## src/hdl/dag_pkg.sv

```systemverilog
// Shared constants, codes and pipeline payload types for the distance gain unit.
// Depends on nothing; every other file refers to it by scoped names.
`timescale 1ns / 1ps

package dag_pkg;

  // Field and format widths.
  localparam int DISTANCE_BITS      = 24;
  localparam int GAIN_FRACTION_BITS = 16;
  localparam int MODEL_BITS         = 2;
  localparam int ROLL_BITS          = 16;
  localparam int ROLL_FRAC          = 12;
  localparam int LOG_FRAC           = 16;
  localparam int MANT_BITS          = 31;

  // Derived widths.
  localparam int GAIN_BITS   = GAIN_FRACTION_BITS + 1;
  localparam int MSB_BITS    = $clog2(DISTANCE_BITS);
  localparam int LOG_BITS    = MSB_BITS + LOG_FRAC;
  localparam int PROD_BITS   = ROLL_BITS + DISTANCE_BITS;
  localparam int DIV_BITS    = DISTANCE_BITS + ROLL_FRAC + 5;
  localparam int EXP_BITS    = LOG_BITS + ROLL_BITS;
  localparam int E_BITS      = EXP_BITS - ROLL_FRAC;
  localparam int SEARCH_BITS = GAIN_FRACTION_BITS - 1;
  localparam int TINT_BITS   = $clog2(GAIN_FRACTION_BITS + 1);
  // Divider steps done in each of the LOG_FRAC divider stages.
  localparam int DIV_PER_STAGE = (GAIN_FRACTION_BITS + LOG_FRAC - 1) / LOG_FRAC;

  localparam logic [GAIN_BITS-1:0] GAIN_ONE  = GAIN_BITS'(1) << GAIN_FRACTION_BITS;
  localparam logic [GAIN_BITS-1:0] GAIN_ZERO = '0;
  localparam logic [E_BITS-1:0]    FULL_LOG  = E_BITS'(GAIN_FRACTION_BITS) << LOG_FRAC;

  // Attenuation model codes.
  localparam logic [MODEL_BITS-1:0] MODEL_NONE = 2'd0;
  localparam logic [MODEL_BITS-1:0] MODEL_LIN  = 2'd1;
  localparam logic [MODEL_BITS-1:0] MODEL_INV  = 2'd2;
  localparam logic [MODEL_BITS-1:0] MODEL_EXP  = 2'd3;

  // Which computation still has to produce the gain.
  localparam logic [1:0] PATH_DONE = 2'd0;
  localparam logic [1:0] PATH_LIN  = 2'd1;
  localparam logic [1:0] PATH_INV  = 2'd2;
  localparam logic [1:0] PATH_EXP  = 2'd3;

  // After classification and the rolloff product.
  typedef struct packed {
    logic [1:0]               path;
    logic [GAIN_BITS-1:0]     val;
    logic [PROD_BITS-1:0]     prod;
    logic [DISTANCE_BITS-1:0] span;
    logic [DISTANCE_BITS-1:0] near;
    logic [ROLL_BITS-1:0]     roll;
    logic [MANT_BITS-1:0]     mant_d;
    logic [MANT_BITS-1:0]     mant_n;
    logic [MSB_BITS-1:0]      msb_d;
    logic [MSB_BITS-1:0]      msb_n;
  } dag_cls_t;

  // Divider operands and log mantissas.
  typedef struct packed {
    logic [1:0]           path;
    logic [GAIN_BITS-1:0] val;
    logic [DIV_BITS-1:0]  num;
    logic [DIV_BITS-1:0]  den;
    logic [ROLL_BITS-1:0] roll;
    logic [MANT_BITS-1:0] mant_d;
    logic [MANT_BITS-1:0] mant_n;
    logic [MSB_BITS-1:0]  msb_d;
    logic [MSB_BITS-1:0]  msb_n;
  } dag_div_t;

  // Sideband that rides along the divider and log stages.
  typedef struct packed {
    logic [1:0]           path;
    logic [GAIN_BITS-1:0] val;
    logic [ROLL_BITS-1:0] roll;
    logic [MSB_BITS-1:0]  msb_d;
    logic [MSB_BITS-1:0]  msb_n;
  } dag_rside_t;

  // Gain resolved or log ratio for the exponential model.
  typedef struct packed {
    logic                 done;
    logic [GAIN_BITS-1:0] val;
    logic [LOG_BITS-1:0]  lg;
    logic [ROLL_BITS-1:0] roll;
  } dag_ratio_t;

  // State of the inverse log search.
  typedef struct packed {
    logic                   done;
    logic [GAIN_BITS-1:0]   val;
    logic [LOG_FRAC-1:0]    tfrac;
    logic [TINT_BITS-1:0]   k;
    logic [SEARCH_BITS-1:0] idx;
  } dag_srch_t;

endpackage

```

## src/hdl/dag_front.sv

```systemverilog
// Input register, classification, rolloff product and divider operand setup.
// Depends on dag_pkg.
`timescale 1ns / 1ps

module dag_front (
  input  logic                                  clk,
  input  logic                                  rst_n,
  input  logic                                  en,
  input  logic                                  in_valid,
  input  logic [dag_pkg::MODEL_BITS-1:0]        model,
  input  logic [dag_pkg::DISTANCE_BITS-1:0]     distance,
  input  logic [dag_pkg::DISTANCE_BITS-1:0]     near_distance,
  input  logic [dag_pkg::DISTANCE_BITS-1:0]     far_distance,
  input  logic [dag_pkg::ROLL_BITS-1:0]         rolloff_factor,
  output logic                                  vld_o,
  output dag_pkg::dag_div_t                     div_o
);

  localparam int DB   = dag_pkg::DISTANCE_BITS;
  localparam int MANT = dag_pkg::MANT_BITS;
  localparam int MSBW = dag_pkg::MSB_BITS;
  localparam int PROD = dag_pkg::PROD_BITS;
  localparam int DIVW = dag_pkg::DIV_BITS;

  logic                          s0_vld_r, s1_vld_r, s2_vld_r;
  logic [dag_pkg::MODEL_BITS-1:0] model_r;
  logic [DB-1:0]                 dist_r, near_r, far_r;
  logic [dag_pkg::ROLL_BITS-1:0] roll_r;
  logic [DB-1:0]                 dn;
  dag_pkg::dag_cls_t             cls_nxt, cls_r;
  dag_pkg::dag_div_t             div_nxt, div_r;
  logic [DIVW-1:0]               numl, denl, numi, deni;

  function automatic logic [MSBW-1:0] msb_of(input logic [DB-1:0] x);
    logic [MSBW-1:0] m;
    m = '0;
    for (int i = 0; i < DB; i++) begin
      if (x[i]) m = MSBW'(i);
    end
    return m;
  endfunction

  // Top MANT bits of x once its leading one is moved to the top.
  function automatic logic [MANT-1:0] mant_of(input logic [DB-1:0] x,
                                              input logic [MSBW-1:0] m);
    logic [DB-1:0]      norm;
    logic [DB+MANT-1:0] ext;
    norm = x << (MSBW'(DB - 1) - m);
    ext  = {norm, {MANT{1'b0}}};
    return ext[DB+MANT-1 -: MANT];
  endfunction

  // Stage 1: special cases, range differences, product and normalization.
  assign dn = dist_r - near_r;

  always_comb begin
    cls_nxt.span   = far_r - near_r;
    cls_nxt.near   = near_r;
    cls_nxt.roll   = roll_r;
    cls_nxt.prod   = PROD'(dn) * PROD'(roll_r);
    cls_nxt.msb_d  = msb_of(dist_r);
    cls_nxt.msb_n  = msb_of(near_r);
    cls_nxt.mant_d = mant_of(dist_r, cls_nxt.msb_d);
    cls_nxt.mant_n = mant_of(near_r, cls_nxt.msb_n);
    cls_nxt.path   = dag_pkg::PATH_DONE;
    cls_nxt.val    = dag_pkg::GAIN_ONE;
    if (model_r == dag_pkg::MODEL_NONE || far_r <= near_r || dist_r <= near_r) begin
      cls_nxt.val = dag_pkg::GAIN_ONE;
    end else if (dist_r >= far_r) begin
      cls_nxt.val = dag_pkg::GAIN_ZERO;
    end else begin
      case (model_r)
        dag_pkg::MODEL_LIN: cls_nxt.path = dag_pkg::PATH_LIN;
        dag_pkg::MODEL_INV: cls_nxt.path = dag_pkg::PATH_INV;
        dag_pkg::MODEL_EXP: begin
          if (roll_r == '0) begin
            cls_nxt.val = dag_pkg::GAIN_ONE;
          end else if (near_r == '0) begin
            cls_nxt.val = dag_pkg::GAIN_ZERO;
          end else begin
            cls_nxt.path = dag_pkg::PATH_EXP;
          end
        end
        default: cls_nxt.val = dag_pkg::GAIN_ONE;
      endcase
    end
  end

  // Stage 2: divider operands; a quotient of one or more is settled here.
  assign numl = DIVW'(cls_r.prod);
  assign denl = DIVW'(cls_r.span) << dag_pkg::ROLL_FRAC;
  assign numi = DIVW'(cls_r.near) << dag_pkg::ROLL_FRAC;
  assign deni = numi + DIVW'(cls_r.prod);

  always_comb begin
    div_nxt.path   = cls_r.path;
    div_nxt.val    = cls_r.val;
    div_nxt.roll   = cls_r.roll;
    div_nxt.mant_d = cls_r.mant_d;
    div_nxt.mant_n = cls_r.mant_n;
    div_nxt.msb_d  = cls_r.msb_d;
    div_nxt.msb_n  = cls_r.msb_n;
    div_nxt.num    = numl;
    div_nxt.den    = denl;
    case (cls_r.path)
      dag_pkg::PATH_LIN: begin
        if (numl >= denl) begin
          div_nxt.path = dag_pkg::PATH_DONE;
          div_nxt.val  = dag_pkg::GAIN_ZERO;
        end
      end
      dag_pkg::PATH_INV: begin
        div_nxt.num = numi;
        div_nxt.den = deni;
        if (numi >= deni) begin
          div_nxt.path = dag_pkg::PATH_DONE;
          div_nxt.val  = dag_pkg::GAIN_ONE;
        end
      end
      default: div_nxt.num = numl;
    endcase
  end

  always_ff @(posedge clk) begin
    if (!rst_n) begin
      s0_vld_r <= 1'b0;
      s1_vld_r <= 1'b0;
      s2_vld_r <= 1'b0;
    end else if (en) begin
      s0_vld_r <= in_valid;
      s1_vld_r <= s0_vld_r;
      s2_vld_r <= s1_vld_r;
    end
  end

  always_ff @(posedge clk) begin
    if (en) begin
      model_r <= model;
      dist_r  <= distance;
      near_r  <= near_distance;
      far_r   <= far_distance;
      roll_r  <= rolloff_factor;
      cls_r   <= cls_nxt;
      div_r   <= div_nxt;
    end
  end

  assign vld_o = s2_vld_r;
  assign div_o = div_r;

endmodule

```

## config.mk

```make
export PLATFORM = sky130hd
export DESIGN_NAME = dag_front
export DESIGN_NICKNAME = d
export VERILOG_FILES = /design/src/hdl/dag_pkg.sv /design/src/hdl/dag_front.sv
export SDC_FILE = /design/constraint.sdc
export NUM_CORES = 2
export LEC_CHECK = 0
export BUFFER_PORTS_ARGS = -buffer_cell sky130_fd_sc_hd__buf_2
export CORE_UTILIZATION = 62
export DETAILED_ROUTE_END_ITERATION = 10
export GPL_TIMING_DRIVEN = 0
export PLACE_DENSITY = 0.82
export SETUP_SLACK_MARGIN = 0.02
export SKIP_LAST_GASP = 1
export SLEW_MARGIN = 20
export SYNTH_ARGS = -nofsm -noshare
export SYNTH_HDL_FRONTEND = slang
export SYNTH_SLANG_ARGS = --single-unit
```

## constraint.sdc

```tcl
create_clock -name clk -period 10.9 [get_ports clk]
set_input_delay 2.18 -clock clk [delete_from_list [all_inputs] [get_ports clk]]
set_output_delay 2.18 -clock clk [all_outputs]
set_load 0.05 [all_outputs]
```

# == Word level (Yosys, flattened, before mapping) ==
# Index checks and enable logic that the tools add are counted.
# totals
reg_bits,449
inputBits,94
out_inout_bits,190
# op_classes
add_sub_neg,5
n_mul,1
magnitude_cmp,5
eq_ne,5
n_shift,2
mux,58
n_bitwise,1
reduce_logical,7
# op_table
op,count
2-to-1 mux 5 bit,42
2-to-1 mux 36 bit,2
2-to-1 mux 17 bit,4
less-or-equal comparator 24 bit,2
left shift 24 x 5 -> 24 bit,2
subtractor 24 bit,2
adder 36 x 40 -> 41 bit,1
>= comparator 36 x 41 -> 1 bit,1
>= comparator 40 x 36 -> 1 bit,1
multiplier 24 x 16 -> 40 bit,1
2-to-1 mux 19 bit,2
one-hot mux 19 bit (2 select lines),1
>= comparator 24 bit,1
logical NOT 24 bit,1
logical NOT 16 bit,1
"subtractor 5 bit, first input constant",2
2-to-1 mux 2 bit,4
"equality test 2 bit, second input constant",3
one-hot mux 2 bit (3 select lines),1
"equality test 2 x 1 -> 1 bit, second input constant",2
OR reduction 4 bit,1
logical NOT 2 bit,1
logical OR 1 bit,2
2-to-1 mux 1 bit,2
other kinds (2),2

# == Logic depth before layout (Yosys ltp) ==
# logic_depth
ltp_word,25
depth_mapped,34

# == Worst setup path before layout ==
# OpenSTA, ideal clock, no wires.
# synth_path
kind,register -> register
from,reg dist_r[0]
to,"reg cls_r[175] (netlist bit), data pin"
setup_ns,0.259
arrival_ns,7.712
required_time_ns,10.641
slack_ns,2.929
path_stages_with_launch,33
n_path_buf,1
cell_sequence,edfxtp_1 -> inv_1 -> ha_1 -> fa_1 -> nor2b_1 -> o21ai_1 -> a21boi_1 -> o211ai_1 -> a311oi_1 -> nor2_1 -> o21ai_1 -> xnor2_1 -> clkbuf_1 -> nand2_1 -> fa_1 -> fa_1 -> inv_1 -> fa_1 -> fa_1 -> fa_1 -> inv_1 -> fa_1 -> inv_1 -> ha_1 -> a21o_1 -> a21o_1 -> a21o_1 -> a22oi_1 -> nand2_1 -> a21o_1 -> a211oi_1 -> a21oi_1 -> xnor2_1
# synth_rtl
item,line_no,rtl
"start, declared",dag_front.sv:27,"logic [DB-1:0] dist_r, near_r, far_r;"
"start signal, assigned",dag_front.sv:139,dist_r <= distance;
"end signal, assigned",dag_front.sv:143,cls_r <= cls_nxt;
"end, declared",dag_front.sv:30,"dag_pkg::dag_cls_t cls_nxt, cls_r;"

==> flow_summary.json <==
{
  "core_area_mm2": 0.0530,
  "cts_tree": "done",
  "insertion_delay_ps": 590,
  "cts_buffers": 45,
  "setup_viol": 0,
  "n_antenna_cell": 0,
  "synthCells": 3066,
  "rsz0062_at_grt": "false",
  "viasPerCell": 5.97,
  "fp.dieH_um": 234,
  "yosysWarningCount": 0,
  "synthFlopType": "edfxtp_1",
  "path_common_cell": "fa_1",
  "yosysSeqAreaShare": 0.372,
  "max_slew_margin": 0.171,
  "drc": 0,
  "ys_seq_elements": 416,
  "grt_overflow_total": 0,
  "fin_crit_ps": 10340,
  "vias": 24600,
  "fmax_ghz": 0.0967,
  "setup_ws_ps": 558,
  "nFillCells": 3856,
  "crit_fanout": 10,
  "io_pins": 284,
  "critPathKind": "register to register",
  "grt_usage": 0.351,
  "tightest_slew_ps": 1230,
  "max_stage_delay_ps": 910,
  "final_cell_mix": "inv_1 (428), edfxtp_1 (413), fa_1 (309)",
  "final_nets": 4059,
  "io_buffers": 252,
  "synth_area_per_cell_um2": 10.9,
  "dp_hpwl_um": 75800,
  "wl_um": 95400,
  "clk_pin_slew_ps": 60,
  "finalCritPeriodShare": 0.949,
  "htreeDepth": 2,
  "ys_async_sr_fraction": 0,
  "antenna_left": 0,
  "outcome": "complete, no violations",
  "post-route-util": 0.704,
  "fin_skew_ps": 33.9,
  "crit_required_ps": 11210,
  "drt_iter0_markers": 2237,
  "clock-sinks": 416,
  "start_kind": "register",
  "hold_violations": 0,
  "grt_pass1_wl_um": 143000,
  "grt_max_degree": 116,
  "die_width_um": 234,
  "root_buffer": "clkbuf_16",
  "clockBufferDepth": 3,
  "report.final.slew_viol_count": 0,
  "worstPathArrival_ps": 10660,
  "worst_hold_path_type": "register to register",
  "grt_pass1_vias": 24700,
  "start_util": 0.632,
  "synth_edf_count": 413,
  "fin_setup_tns_ps": 0,
  "cts_setup_buffers": 0,
  "pre_cts_ws_ps": 842,
  "holdBufCountCts": 0,
  "cp-end-kind": "register",
  "path_buf_inv": 5,
  "drive_gt1_frac": 0.117,
  "synth.distinct_cells": 79,
  "syn_area_mm2": 0.0335,
  "area_growth_pct": 11.3,
  "layout_commonest_cell": "inv_1",
  "globalplace.congestion": 1.00,
  "crit_slowest_cell": "xnor2_1",
  "cap_violations": 0,
  "rows": 84,
  "critPathTopFamily": "adder cells",
  "ctsResizeCount": 0,
  "wl_per_cell_um": 23.2,
  "first_pass_iters": 8,
  "antenna_found_initial": 1,
  "dieArea_mm2": 0.0549
}
## metal layers
layer,track usage,part of all wire,vias to the layer above
met5,0,0.00045,-
met4,0.121,0.036,2
met3,0.0748,0.096,208
met2,0.558,0.46,1310
met1,0.478,0.41,12000
li1,-,-,11000
## worst paths after layout
check	from	end	slack, ps	cells past startpoint
setup / recovery	near_r[1]	cls_r[175]	560	30
hold / removal	cls_r[73]	div_o[73]	410	0
setup reg to reg	near_r[1]	cls_r[175]	560	30
hold reg to reg	cls_r[73]	div_o[73]	410	0
## registers in the layout, indices dropped and copies added (netlist names)
name      cells
vld_o         1
s1_vld_r      1
cls_r       165
div_o       158
roll_r       16
model_r       2
s0_vld_r      1
dist_r       24
far_r        24
near_r       24
## metrics by stage
step	area [µm²]	hold WS, ps	cells
after floorplan	33600	400	3096
after global placement	35700	400	4036
after detailed placement	35800	405	4039
after CTS	37300	418	4119
after global routing	37300	425	4119
final	37300	414	4119
## cells in the mapped netlist (all sizes together) (8+ instances only)
| library cell | instances | area (µm²) |
|---|---|---|
| o22ai | 18 | 113 |
| a21o | 67 | 503 |
| a21boi | 10 | 78.8 |
| nor2b | 65 | 407 |
| o21ai | 86 | 430 |
| clkbuf | 92 | 345 |
| o21bai | 20 | 150 |
| and3 | 13 | 81.3 |
| ha | 258 | 3230 |
| buf | 38 | 289 |
| inv | 433 | 1640 |
| mux2i | 101 | 1020 |
| and2 | 180 | 1130 |
| o211ai | 13 | 97.6 |
| xor2 | 29 | 254 |
| edfxtp | 413 | 12400 |
| o221ai | 8 | 70.1 |
| nor4 | 21 | 131 |
| xnor2 | 72 | 631 |
| nand4 | 19 | 119 |
| mux2 | 24 | 270 |
| o21a | 24 | 180 |
| nor2 | 111 | 417 |
| nand2b | 23 | 144 |
| fa | 309 | 6190 |
| nor3 | 47 | 235 |
| nand2 | 280 | 1050 |
| a21oi | 135 | 676 |
| a211oi | 23 | 183 |
| nand3 | 36 | 180 |
## final cells by class
| type | instances | area, µm² | share of cell area |
|---|---|---|---|
| Timing Repair Buffer | 255 | 1350 | 0.0363 |
| Buffer | 130 | 634 | 0.0170 |
| Tap cell | 688 | 861 | 0.0231 |
| Sequential cell | 416 | 12500 | 0.334 |
| Multi-Input combinational cell | 2115 | 18900 | 0.506 |
| Clock buffer | 52 | 1150 | 0.0309 |
| Clock inverter | 28 | 309 | 0.00829 |
| Inverter | 435 | 1650 | 0.0441 |
## worst reg2reg max path: cells and delay by family, from the launching register on
| kind | cells | cell delay (ps) |
|---|---|---|
| xor gates and xnor gates | 2 | 1090 |
| and+or+nand+nor | 6 | 1020 |
| AOI/OAI and AO/OA | 9 | 2100 |
| adders and majority gates | 8 | 3990 |
| DFF | 1 | 710 |
| buffers and inverters | 5 | 1160 |
## kinds of logic (layout without fill, tap and decap cells)
| logic type | count (synthesis) | count (layout) | synth area share |
|---|---|---|---|
| simple gates | 817 | 817 | 0.121 |
| fa+ha+maj | 567 | 567 | 0.281 |
| buf+inv | 565 | 900 | 0.0681 |
| compound gates | 474 | 474 | 0.0924 |
| flops | 416 | 416 | 0.372 |
| mux | 125 | 125 | 0.0385 |
| xor+xnor | 101 | 101 | 0.0264 |
| other cells | 1 | 31 | 0.000112 |
Power is left out: the tool's default activity adds up to more than one toggle a clock period on the data nets, which glitch-free logic cannot reach.
